===== config.mk =====
export PLATFORM = sky130hd
export DESIGN_NAME = bfd_ctrl
export DESIGN_NICKNAME = d
export VERILOG_FILES = /design/src/rtl/bfd_pkg.sv /design/src/rtl/bfd_ctrl.sv
export SDC_FILE = /design/constraint.sdc
export NUM_CORES = 1
export LEC_CHECK = 0
export BUFFER_PORTS_ARGS = -buffer_cell sky130_fd_sc_hd__buf_2
export CORE_AREA = 2 2 39 41
export DETAILED_ROUTE_END_ITERATION = 6
export DIE_AREA = 0 0 41 43
export PLACE_DENSITY = 0.38
export SYNTH_ARGS = -nofsm -noshare
export SYNTH_HDL_FRONTEND = slang
export SYNTH_SLANG_ARGS = --single-unit

===== constraint.sdc =====
create_clock -name aclk -period 2.3 [get_ports aclk]
set_input_delay 0.115 -clock aclk [delete_from_list [all_inputs] [get_ports aclk]]
set_output_delay 0.115 -clock aclk [all_outputs]
set_load 0.05 [all_outputs]

===== src/rtl/bfd_pkg.sv =====
`timescale 1ns / 1ps
`default_nettype none
// ----------------------------------------------------------------------------
// bfd_pkg: shared types and constants of the box filter downsampler
// Field widths, register indexes, reset values, the reciprocal table used
// by the divide by factor squared, and the controller/datapath interface.
// ----------------------------------------------------------------------------
package bfd_pkg;

    localparam int PIX_W      = 24;
    localparam int CH_W       = 8;
    localparam int NUM_CH     = 3;
    localparam int SUM_W      = 16;
    localparam int FACTOR_W   = 5;
    localparam int OWIDTH_W   = 11;
    localparam int OHEIGHT_W  = 13;
    localparam int ROW_W      = 12;
    localparam int CFG_IDX_W  = 2;
    localparam int CFG_DATA_W = 13;
    localparam int DIV_W      = 9;
    localparam int RECIP_W    = 25;
    localparam int RECIP_SH   = 24;
    localparam int PROD_W     = SUM_W + RECIP_W;

    localparam int DEF_MAX_OUT_WIDTH = 1024;
    localparam int DEF_MAX_FACTOR    = 16;
    localparam int MAX_OUT_HEIGHT    = 4096;

    localparam logic [CFG_IDX_W-1:0] REG_FACTOR     = 2'd0;
    localparam logic [CFG_IDX_W-1:0] REG_OUT_WIDTH  = 2'd1;
    localparam logic [CFG_IDX_W-1:0] REG_OUT_HEIGHT = 2'd2;

    localparam logic [FACTOR_W-1:0]  RST_FACTOR     = 5'd1;
    localparam logic [OWIDTH_W-1:0]  RST_OUT_WIDTH  = 11'd640;
    localparam logic [OHEIGHT_W-1:0] RST_OUT_HEIGHT = 13'd480;

    // floor(2^24 / (f*f)) for f = 1..16; entry 0 is never selected
    localparam logic [RECIP_W-1:0] RECIP [0:16] = '{
        25'd0,
        25'd16777216, 25'd4194304, 25'd1864135, 25'd1048576,
        25'd671088,   25'd466033,  25'd342392,  25'd262144,
        25'd207126,   25'd167772,  25'd138654,  25'd116508,
        25'd99273,    25'd85598,   25'd74565,   25'd65536
    };

    typedef struct packed {
        logic take;   // capture pixel, read the column sum, advance position
        logic acc;    // add pixel to the column sum and write it back
        logic mul;    // multiply block sums by the reciprocal
        logic load;   // correct the quotient and load the output register
    } bfd_cmd_t;

    typedef struct packed {
        logic blk_last;  // request in flight closes a block
        logic out_free;  // output register can take a new result
    } bfd_sts_t;

endpackage
`default_nettype wire


===== src/rtl/bfd_ctrl.sv =====
`timescale 1ns / 1ps
`default_nettype none
// ----------------------------------------------------------------------------
// bfd_ctrl: sequencing of the box filter downsampler
// Steps one request through read and accumulate, then multiply and correct when it closes a block.
// ----------------------------------------------------------------------------
module bfd_ctrl (
    input  wire logic              aclk,
    input  wire logic              aresetn,
    input  wire logic              s_valid,
    output logic                   s_ready,
    input  wire bfd_pkg::bfd_sts_t sts,
    output bfd_pkg::bfd_cmd_t      cmd
);
    import bfd_pkg::*;

    localparam logic [1:0] ST_IDLE = 2'd0;
    localparam logic [1:0] ST_ACC  = 2'd1;
    localparam logic [1:0] ST_MUL  = 2'd2;
    localparam logic [1:0] ST_DIV  = 2'd3;

    logic [1:0] state_reg;
    logic [1:0] state_next;

    always_ff @(posedge aclk) begin
        if (!aresetn) begin
            state_reg <= ST_IDLE;
        end else begin
            state_reg <= state_next;
        end
    end

    always_comb begin
        state_next = state_reg;
        cmd        = '0;
        s_ready    = 1'b0;
        case (state_reg)
            ST_IDLE: begin
                s_ready  = 1'b1;
                cmd.take = s_valid;
                if (s_valid) begin
                    state_next = ST_ACC;
                end
            end
            ST_ACC: begin
                cmd.acc    = 1'b1;
                state_next = sts.blk_last ? ST_MUL : ST_IDLE;
            end
            ST_MUL: begin
                cmd.mul    = 1'b1;
                state_next = ST_DIV;
            end
            ST_DIV: begin
                // hold until the previous result has been taken
                cmd.load = sts.out_free;
                if (sts.out_free) begin
                    state_next = ST_IDLE;
                end
            end
            default: begin
                state_next = ST_IDLE;
            end
        endcase
    end

endmodule
`default_nettype wire


# ---- Yosys cells after proc, flatten, opt, wreduce, memory -nomap -nowiden
# Cells that the tools add are included.
dict set report word_totals {
  register_bits 2
  out_inout_bits 5
}
dict set report classes {
  eq_ne 5
  n_mux 9
  reduce_logical 2
}
# op count
set op_table {}
lappend op_table {{case mux 2 bit (4 select lines)} 1}
lappend op_table {{2-to-1 mux 2 bit} 3}
lappend op_table {{2-to-1 mux 1 bit} 5}
lappend op_table {{== test 2 bit, second input constant} 2}
lappend op_table {{inequality test 2 bit, second input constant} 2}
lappend op_table {{== test 2 x 1 -> 1 bit, second input constant} 1}
lappend op_table {{logical NOT 2 bit} 1}
lappend op_table {{AND reduction 2 bit} 1}

# ---- Longest topological paths before layout
# Gate-level depths: netlist of run 1.
dict set report logic_depth {
  word_depth 3
  depth_mapped 2
  mapped_depth_nobuf 2
}

# ---- Worst setup path after synthesis of run 1
# OpenSTA, ideal clock, no wires.
dict set report synth_timing {
  path_type {flip-flop to output port}
  startpoint {register state_reg[0]}
  endpoint {output port cmd[3] (netlist name)}
  arrival_ns 1.555
  setup_slack_ns 0.630
  stages_incl_launch_ff 3
  path_buffers 0
  path_cell_list {dfxtp_1 > nor2_1 > and2_1}
}
# element line_no
set synth_lines {}
lappend synth_lines {{from (decl)} bfd_ctrl.sv:22} ;# logic [1:0] state_reg;
lappend synth_lines {{from (signal assigned)} bfd_ctrl.sv:29} ;# state_reg <= state_next;
lappend synth_lines {{to (decl)} bfd_ctrl.sv:13} ;# output bfd_pkg::bfd_cmd_t cmd

==> results.md, run 1 <==
* Max Cap Viol at 0
* Clock skew at 0.00168 ns
* Post-CTS setup buffers at 0
* Post-synth top flop: dfxtp_1
* Die Width at just over 40 um
* Routed len/inst at around 7.6 um
* Synth async-reset ratio at 0
* Post-synth EDFFs at 0
* Req. time, crit path at 2.18 ns
* Gr ovfl total at 0
* Relative slew slack at 0.829
* Outcome: finished clean
* RSZ-0062 raised after global routing: no
* PortBufs at 9
* GR Util All Layers at 0.0491
* DRT Wirelength at between 300 and 400 um
* Critical Path AT at 1.09 ns
* Net count of the mapped netlist at 17
* Vias at roughly 130
* Pre-antenna DRT Iters at 2
* Die ar. at approximately 1800 um^2
* Largest area contributor in the netlist: dfxtp_1
* Avg Inst Size Synth at roughly 9.5 um^2
* Final hold viol count at 0
* TritonCTS clock tree: built
* Layout area overhead at 76.9%
* Placed cell count at 37
* Number of global-route vias before repair at around 130
* Share of cells above drive strength 1 at 0.625
* Worst-Margin Slew at between 0.2 and 0.3 ns
* Hold_ws at ~0.11 ns
* Fin crit share at 0.526
* Register area share after synthesis at 0.352
* VDD IR max at 0.177 mV
* Number of fill cells at around 160
* CP startpoint kind: flop
* Final setup fails at 0
* Setup TNS at 0 ns
* Post-route DRC at 0
* I/O Pins at 10
* Syn Inst Count at 12
* Largest cells by area after synthesis: dfxtp_1 (35%), o21a_1 (13%), nor2b_1 (11%)
* Gpl congestion at about 0.49
* Tightest Hold Check Type: input port to flop
* Minimum clock period at roughly 1.2 ns
* Clock sink count at 2
* CP Capture Type: primary output
* Netlist cell types at 9
* Antenna-violating nets left at 0
* Chip height at about 43 um
* Commonest cells post-synth: dfxtp_1 (2), nor2b_1 (2), o21a_1 (2)
* Yosys reg bits at 2
* Nets@finish at 31
* DRT iter0 DRCs at 1
* Cell Rows at 14
* Htree depth at 1
* TritonCTS Buffers at 3
* Leakage power at 0.000104 uW
* Global-route wire length before repair at approximately 470 um
* Setup CP Type: flop to primary output
* Clock Tree Buf Depth at 2
* Final core area utilization at 0.146
* Final Non-Filler Cells at 40
* Synth warnings at 0
* Number of vias per cell at 3.18
* Pwr dens at about 800 nW/um^2
* Area share of the largest cell type after synthesis at 0.352
* Crit-path max FO at 7
* Initial antenna violation count at 0
* Root buffer cell: clkbuf_4
* # resized after CTS at 0
* Clk_lat worst skew at approximately 0.22 ns
* Post-DP HPWL at 251 um
* Mapped Area at ~110 um^2
* Final Power at between 150 and 200 uW
* Core Area at 1380 um^2
* N_diodes at 0
* Largest net degree at the start of global routing at 8
* Final slew viol count at 0
* Hold_buf cts at 0
* Fmax at 0.827 GHz
* Reg clk slew, reported paths at ~0.03 ns
* Initial Utilization at 0.0823
## area by class of cell
type / count / area, um^2 / area share
timing repair buffer: 9 / 45.0 / 0.224
tap: 16 / 20.0 / 0.0994
sequential: 2 / 40.0 / 0.199
multi-input combinational: 10 / 73.8 / 0.366
clock buffer: 3 / 22.5 / 0.112
## cell usage in the layout (no fill, tap or decap)
cell type | synthesis | routed
a21boi_2 | 1 | 1
buf_2 | 0 | 9
and2_1 | 1 | 1
nor2b_1 | 2 | 2
nor2_1 | 1 | 1
and3_2 | 1 | 1
and2b_2 | 1 | 1
and3b_1 | 1 | 1
o21a_1 | 2 | 2
clkbuf_4 | 0 | 3
dfxtp_1 | 2 | 2
## metrics by stage
stage,setup WS (ns),cell area (um^2)
after global routing,0.978,201
after detailed placement,1.32,179
after CTS,1.07,201
after global placement,1.35,179
final,1.09,201
after floorplan,0.630,114
## final timing paths
path                start            to  slack [ns]  cells past startpoint
max          state_reg[0]        cmd[3]        1.09                      3
min               aresetn  state_reg[0]        0.11                      2
max reg2reg          flop          flop        1.48                      2
min reg2reg  state_reg[0]  state_reg[0]        0.62                      2
## critical path, stage by stage, from the launching register on
cell and delay [ns]:
dfxtp_1 0.35, nor2_1 0.13, and2_1 0.14, buf_2 0.26
## power by group
| group | internal, uW | switching (uW) | leakage (uW) | total, uW |
|---|---|---|---|---|
| Sequential | 37.4 | 2.99 | 0.0000165 | 40.4 |
| Combinational | 12.6 | 28.6 | 0.0000738 | 41.2 |
| Clock | 57.5 | 19.1 | 0.0000138 | 76.6 |
## logic make-up after synthesis
kind of cell,count (synthesis),share of synthesized area
AOI/OAI and AO/OA,3,0.231
and+or+nand+nor,7,0.418
DFF,2,0.352
## per-layer routing
metal	global-route usage	vias up	part of all wire	routed length (um)
met3	0.0628	0	0.21	63
met1	0.0479	51	0.54	164
met4	0.0600	0	0	0
met2	0.0406	10	0.25	77
li1	-	66	-	-
met5	0	-	0	0
(Power assumes the default switching activity.)
==> inputs of run 2 (changes only) <==
--- a/config.mk
+++ b/config.mk
@@ -9,7 +9,7 @@
 export CORE_AREA = 2 2 39 41
 export DETAILED_ROUTE_END_ITERATION = 6
 export DIE_AREA = 0 0 41 43
-export PLACE_DENSITY = 0.38
+export PLACE_DENSITY = 0.39
 export SYNTH_ARGS = -nofsm -noshare
 export SYNTH_HDL_FRONTEND = slang
 export SYNTH_SLANG_ARGS = --single-unit
==> constraint.sdc (replaced) <==
create_clock -name aclk -period 1.1 [get_ports aclk]
set_input_delay 0.055 -clock aclk [delete_from_list [all_inputs] [get_ports aclk]]
set_output_delay 0.055 -clock aclk [all_outputs]
set_load 0.05 [all_outputs]
==> run 2 against run 1 <==
Net effect:
- sequential cell count did not move
- highest routed layer unchanged
- routed wire length rose by 8.9%
- clock skew fell by 0.0016 ns
- non-clock buffer count did not move
- combinational power rose by 130%
==> results.md, run 2 (synthesized netlist as in run 1, its figures left out) <==
* Outcome: finished clean
* Initial Utilization at 0.0823
* Cells along the critical path: and2b_2 > clkbuf_4
* Req. time, crit path at 1.04 ns
* CP Capture Type: primary output
* DRT Wirelength at between 300 and 400 um
* Place WS at between 0.1 and 0.15 ns
* R2R depth at 2
* Gr busiest metal: met4
* DRT iter0 DRCs at 0
* Seq pwr share at 0.258
* Fmax at approximately 0.94 GHz
* Core Area at 1380 um^2
* Chip height at 43 um
* Setup TNS at 0 ns
* Antenna-violating nets left at 0
* Minimum clock period at around 1.1 ns
* VDD IR max at between 0.15 and 0.2 mV
* Clock Tree Buf Depth at 2
* Leakage power at ~0.00011 uW
* Reg clk slew, reported paths at around 0.030 ns
* Final hold viol count at 0
* Critical Path AT at approximately 1 ns
* Clock skew at 0.0000613 ns
* Clock sink count at 2
* Pwr dens at 1520 nW/um^2
* Int Pwr at about 230 uW
* Slowest stage cell, crit path: dfxtp_2
* Post-CTS setup buffers at 0
* Final Non-Filler Cells at 40
* Max Cap Viol at 0
* Number of vias per cell at 3.18
* CP peak stage delay at 0.36 ns
* Vias at approximately 130
* Relative slew slack at 0.836
* Largest net degree at the start of global routing at 8
* Die ar. at between 1500 and 2000 um^2
* Number of global-route vias before repair at between 100 and 150
* DP Area at ~190 um^2
* Nets@finish at 31
* Power share of the combinational group at 0.273
* Clk_lat worst skew at approximately 0.22 ns
* CP bufs+invs at 1
* Met1 Use GR at 0.0511
* Worst-Margin Slew at roughly 0.25 ns
* Design area at ~230 um^2
* Global-route wire length before repair at roughly 440 um
* Worst setup margin at roughly 0.033 ns
* Hold_buf cts at 0
* Cell family with most CP delay: flip-flops
* Share of cells above drive strength 1 at 0.833
* Die Width at 41 um
* Switch share at 0.321
* Hold_ws at around 0.057 ns
* GRT met3 Usage at 0.0366
* Layout area overhead at 97.8%
* Gr ovfl total at 0
* Grt met2 use at 0.0375
* N_diodes at 0
* Final slew viol count at 0
* Pre-antenna DRT Iters at 1
* Initial antenna violation count at 0
* Cell Rows at 14
* I/O Pins at 10
* TritonCTS Buffers at 3
* Placed cell count at 37
* TritonCTS clock tree: built
* Cell count along the critical path at 2
* PortBufs at 9
* Final setup fails at 0
* RSZ-0062 raised after global routing: no
* Gpl congestion at 0.442
* Clock power share at 0.469
* # resized after CTS at 4
* Tightest Hold Check Type: input port to flop
* Post-route DRC at 0
* Htree depth at 1
* Routed len/inst at roughly 8.3 um
* Fin crit share at 0.970
* Sw power at 110 uW
* Setup CP Type: flop to primary output
* Crit-path max FO at 6
* CP startpoint kind: flop
* Root buffer cell: clkbuf_4
* GR Util All Layers at 0.0441
* Most frequent cells in the layout: buf_2 (6), clkbuf_4 (4), o21a_1 (2), buf_4 (2)
* Commonest non-fill, non-tap cell in the layout: buf_2
* Hold Path Stages at 2
-- run 2: cell types whose count changed in the layout (fill, tap and decap cells not counted) --
| cell | before | now |
|---|---|---|
| and2_1 | 1 | 0 |
| and2_2 | 0 | 1 |
| buf_2 | 9 | 6 |
| buf_4 | 0 | 2 |
| clkbuf_4 | 3 | 4 |
| dfxtp_1 | 2 | 0 |
| dfxtp_2 | 0 | 1 |
| dfxtp_4 | 0 | 1 |
| nor2_1 | 1 | 0 |
| nor2_4 | 0 | 1 |
| nor2b_1 | 2 | 1 |
| nor2b_2 | 0 | 1 |
-- run 2: final cells by class --
cell class / count / area [um^2]
Multi-Input combinational cell: 10 / 85.1
Sequential cell: 2 / 45.0
Fill cell: 162 / 1160
Clock buffer: 3 / 22.5
Tap cell: 16 / 20.0
Timing Repair Buffer: 9 / 52.6
-- run 2: worst paths after layout --
kind | from | to | slack [ns]
hold reg to reg | state_reg[0] | state_reg[0] | 0.62
setup reg to reg | flop | flop | 0.26
hold / removal | aresetn | state_reg[0] | 0.06
setup / recovery | flop | cmd[2] | 0.03
-- run 2: per-stage QoR --
stage / util / total power (uW)
after detailed placement: 0.137 / 178
after floorplan: - / 155
after global placement: 0.137 / 176
after global routing: 0.163 / 358
final: 0.163 / 341
after CTS: 0.159 / 355
-- run 2: metal layers --
metal / vias up / part of all wire
met2: 10 / 0.38
li1: 65 / -
met3: 0 / 0.19
met4: 0 / 0
met1: 52 / 0.43
met5: - / 0
-- run 2: power by group through the flow --
stage,clock network [uW],logic (uW),registers (uW)
2_1_floorplan,0,68.1,87.1
5_1_grt,169,98.9,89.2
3_3_place_gp,0,88.2,87.8
6_report,160,93.2,88.0
4_1_cts,174,92.0,88.6
3_5_place_dp,0,89.4,88.3
==> inputs of run 3 (changes only) <==
--- a/config.mk
+++ b/config.mk
@@ -5,11 +5,12 @@
 export SDC_FILE = /design/constraint.sdc
 export NUM_CORES = 1
 export LEC_CHECK = 0
+export ABC_AREA = 1
 export BUFFER_PORTS_ARGS = -buffer_cell sky130_fd_sc_hd__buf_2
 export CORE_AREA = 2 2 39 41
 export DETAILED_ROUTE_END_ITERATION = 6
 export DIE_AREA = 0 0 41 43
-export PLACE_DENSITY = 0.39
+export PLACE_DENSITY = 0.4
 export SYNTH_ARGS = -nofsm -noshare
 export SYNTH_HDL_FRONTEND = slang
 export SYNTH_SLANG_ARGS = --single-unit
==> run 3 against run 2 <==
Net effect:
- clock skew up 0.0023 ns
- die area unchanged
- routed wire length up 7.8%
- first-iteration DRC count up 2
- cell area up 12%
- clock power up 4%
- register-to-register slack better by 0.02 ns
- synthesized cell count up 58%
- combinational power up 20%
- critical endpoint unchanged
- hold slack better by 0.024 ns
- area after synthesis up 8.8%
- highest routed layer is now met4
- utilization up 2.0 points
==> results.md, run 3 <==
* Gr ovfl total at 0
* I/O Pins at 10
* Fin crit share at 0.946
* Mapped Area at 124 um^2
* Minimum clock period at 1.04 ns
* Post-synth top flop: dfxtp_1
* CP peak stage delay at approximately 0.35 ns
* Final slew viol count at 0
* Reg clk slew, reported paths at roughly 0.030 ns
* Cell Rows at 14
* Worst-Margin Slew at roughly 0.25 ns
* Clock sink count at 2
* PortBufs at 9
* Cell family with most CP delay: flip-flops
* Hold_ws at approximately 0.08 ns
* CP startpoint kind: flop
* Post-DP HPWL at roughly 260 um
* Relative slew slack at 0.835
* R2R depth at 5
* Post-route DRC at 0
* DP Area at about 190 um^2
* Syn Inst Count at 19
* Commonest non-fill, non-tap cell in the layout: buf_2
* Pwr dens at about 1400 nW/um^2
* Most common cell in the netlist: nand2_1
* Clock Tree Buf Depth at 2
* Crit-path max FO at 3
* Number of vias per cell at 3.06
* Req. time, crit path at between 1 and 1.5 ns
* Commonest cells post-synth: nand2_1 (4), inv_1 (3), nor2_1 (3)
* DRT iter0 DRCs at 2
* CP Capture Type: primary output
* Tightest Hold Check Type: input port to flop
* Outcome: finished clean
* Most frequent cells in the layout: buf_2 (5), nand2_1 (4), inv_1 (3), clkbuf_4 (3), buf_6 (3)
* Design area at between 200 and 300 um^2
* Chip height at ~43 um
* Nets@finish at 39
* Final Non-Filler Cells at 48
* Die ar. at 1760 um^2
* Area share of the largest cell type after synthesis at 0.323
* Final hold viol count at 0
* Largest cells by area after synthesis: dfxtp_1 (32%), nand2_1 (12%), nor2_2 (10%)
* Fmax at ~0.96 GHz
* Placed cell count at between 40 and 50
* Largest area contributor in the netlist: dfxtp_1
* Final Power at between 300 and 400 uW
* Flop2flop setup slack at approximately 0.28 ns
* GR Util All Layers at 0.0572
* Initial Utilization at 0.0895
* Leakage power at approximately 0.00013 uW
* Layout area overhead at 104%
* Max Cap Viol at 0
* Number of global-route vias before repair at about 130
* TritonCTS clock tree: built
* Gpl congestion at approximately 0.65
* Hold Path Stages at 3
* Slowest stage cell, crit path: dfxtp_1
* Synth async-reset ratio at 0
* Global-route wire length before repair at approximately 550 um
* RSZ-0062 raised after global routing: yes
* Share of cells above drive strength 1 at 0.625
* Cells along the critical path: inv_2 > nor2_1 > buf_2
* Synth warnings at 0
* N_diodes at 0
* Die Width at around 41 um
* Vias at about 150
* Largest net degree at the start of global routing at 6
* Final core area utilization at 0.183
* DRT Wirelength at 358 um
* Initial antenna violation count at 0
* Clk_lat worst skew at 0.23 ns
* Core Area at roughly 1400 um^2
* CP bufs+invs at 2
* HP Start: aresetn
* Pre-antenna DRT Iters at 2
* Htree depth at 1
* Root buffer cell: clkbuf_4
* Register area share after synthesis at 0.323
* Routed len/inst at between 7 and 8 um
* TritonCTS Buffers at 3
* Hold_buf cts at 0
* Antenna-violating nets left at 0
* Yosys reg bits at 2
* Net count of the mapped netlist at 24
* Clock skew at between 0.002 and 0.0025 ns
* VDD IR max at 0.236 mV
* Netlist cell types at 9
* Critical Path AT at roughly 0.99 ns
* Setup CP Type: flop to primary output
* Avg Inst Size Synth at approximately 6.5 um^2
* Post-synth EDFFs at 0
* Final setup fails at 0
## run 3: cell count changes after synthesis, sizes merged, moves of 2 or more
cell and delta:
inv +5, nand2 +5, nor2 +4, nor2b -2
o21a -2
## run 3: repair_timing
| action | 4_1_cts | 5_1_grt |
|---|---|---|
| setup endpoints to repair | 2 | 4 |
| pin swaps | 0 | 0 |
| cloned | 0 | 0 |
| gates resized for setup | 2 | 9 |
| buffers inserted | 0 | 1 |
## run 3: logic make-up after synthesis
kind of cell	count (synthesis)	share of synthesized area
and+or+nand+nor	11	0.485
DFF	2	0.323
buffers and inverters	5	0.152
AOI/OAI and AO/OA	1	0.0404
## run 3: power by group
| group | switching [uW] | total, uW | internal [uW] | leakage, uW |
|---|---|---|---|---|
| Clock | 45.4 | 166 | 121 | 0.0000138 |
| Sequential | 3.56 | 81.2 | 77.7 | 0.0000164 |
| Combinational | 74.7 | 112 | 37.2 | 0.000100 |
| Total | 124 | 359 | 235 | 0.000131 |
## run 3: worst max-delay path by stage
stage,from,endpoint,slack [ns],cells after the start
detailed placement,state_reg[0],cmd[0],0.21,3
floorplan,state_reg[0],cmd[2],-0.003,2
global placement,flop,cmd[0],0.20,3
global route,state_reg[0],cmd[0],-0.01,3
CTS,flop,s_ready,0.01,4
finish,state_reg[0],cmd[2],0.06,3
## run 3: area by class of cell
cell class	instances	area (um^2)
inverters	5	18.8
fillers	160	1130
flip-flops and latches	2	40.0
clock buffers	3	22.5
multi-input cells	12	77.6
repair buffers	10	73.8
well taps	16	20.0
## run 3: stage by stage
stage                     setup TNS (ns)  setup WS [ns]
final                                  0         0.0598
after global placement                 0          0.196
after global routing             -0.0119        -0.0119
after CTS                              0         0.0130
after floorplan                 -0.00252       -0.00252
after detailed placement               0          0.206
## run 3: layer usage
| metal | vias up | part of all wire | track usage |
|---|---|---|---|
| li1 | 81 | - | - |
| met4 | 0 | 0.042 | 0.100 |
| met1 | 56 | 0.45 | 0.0707 |
| met2 | 8 | 0.41 | 0.0438 |
| met5 | - | 0 | 0 |
| met3 | 2 | 0.10 | 0.0314 |
## run 3: tightest hold or removal path, stage by stage
cell and delay [ns]:
buf_2 0.11, nand3_2 0.07, nor2_2 0.03
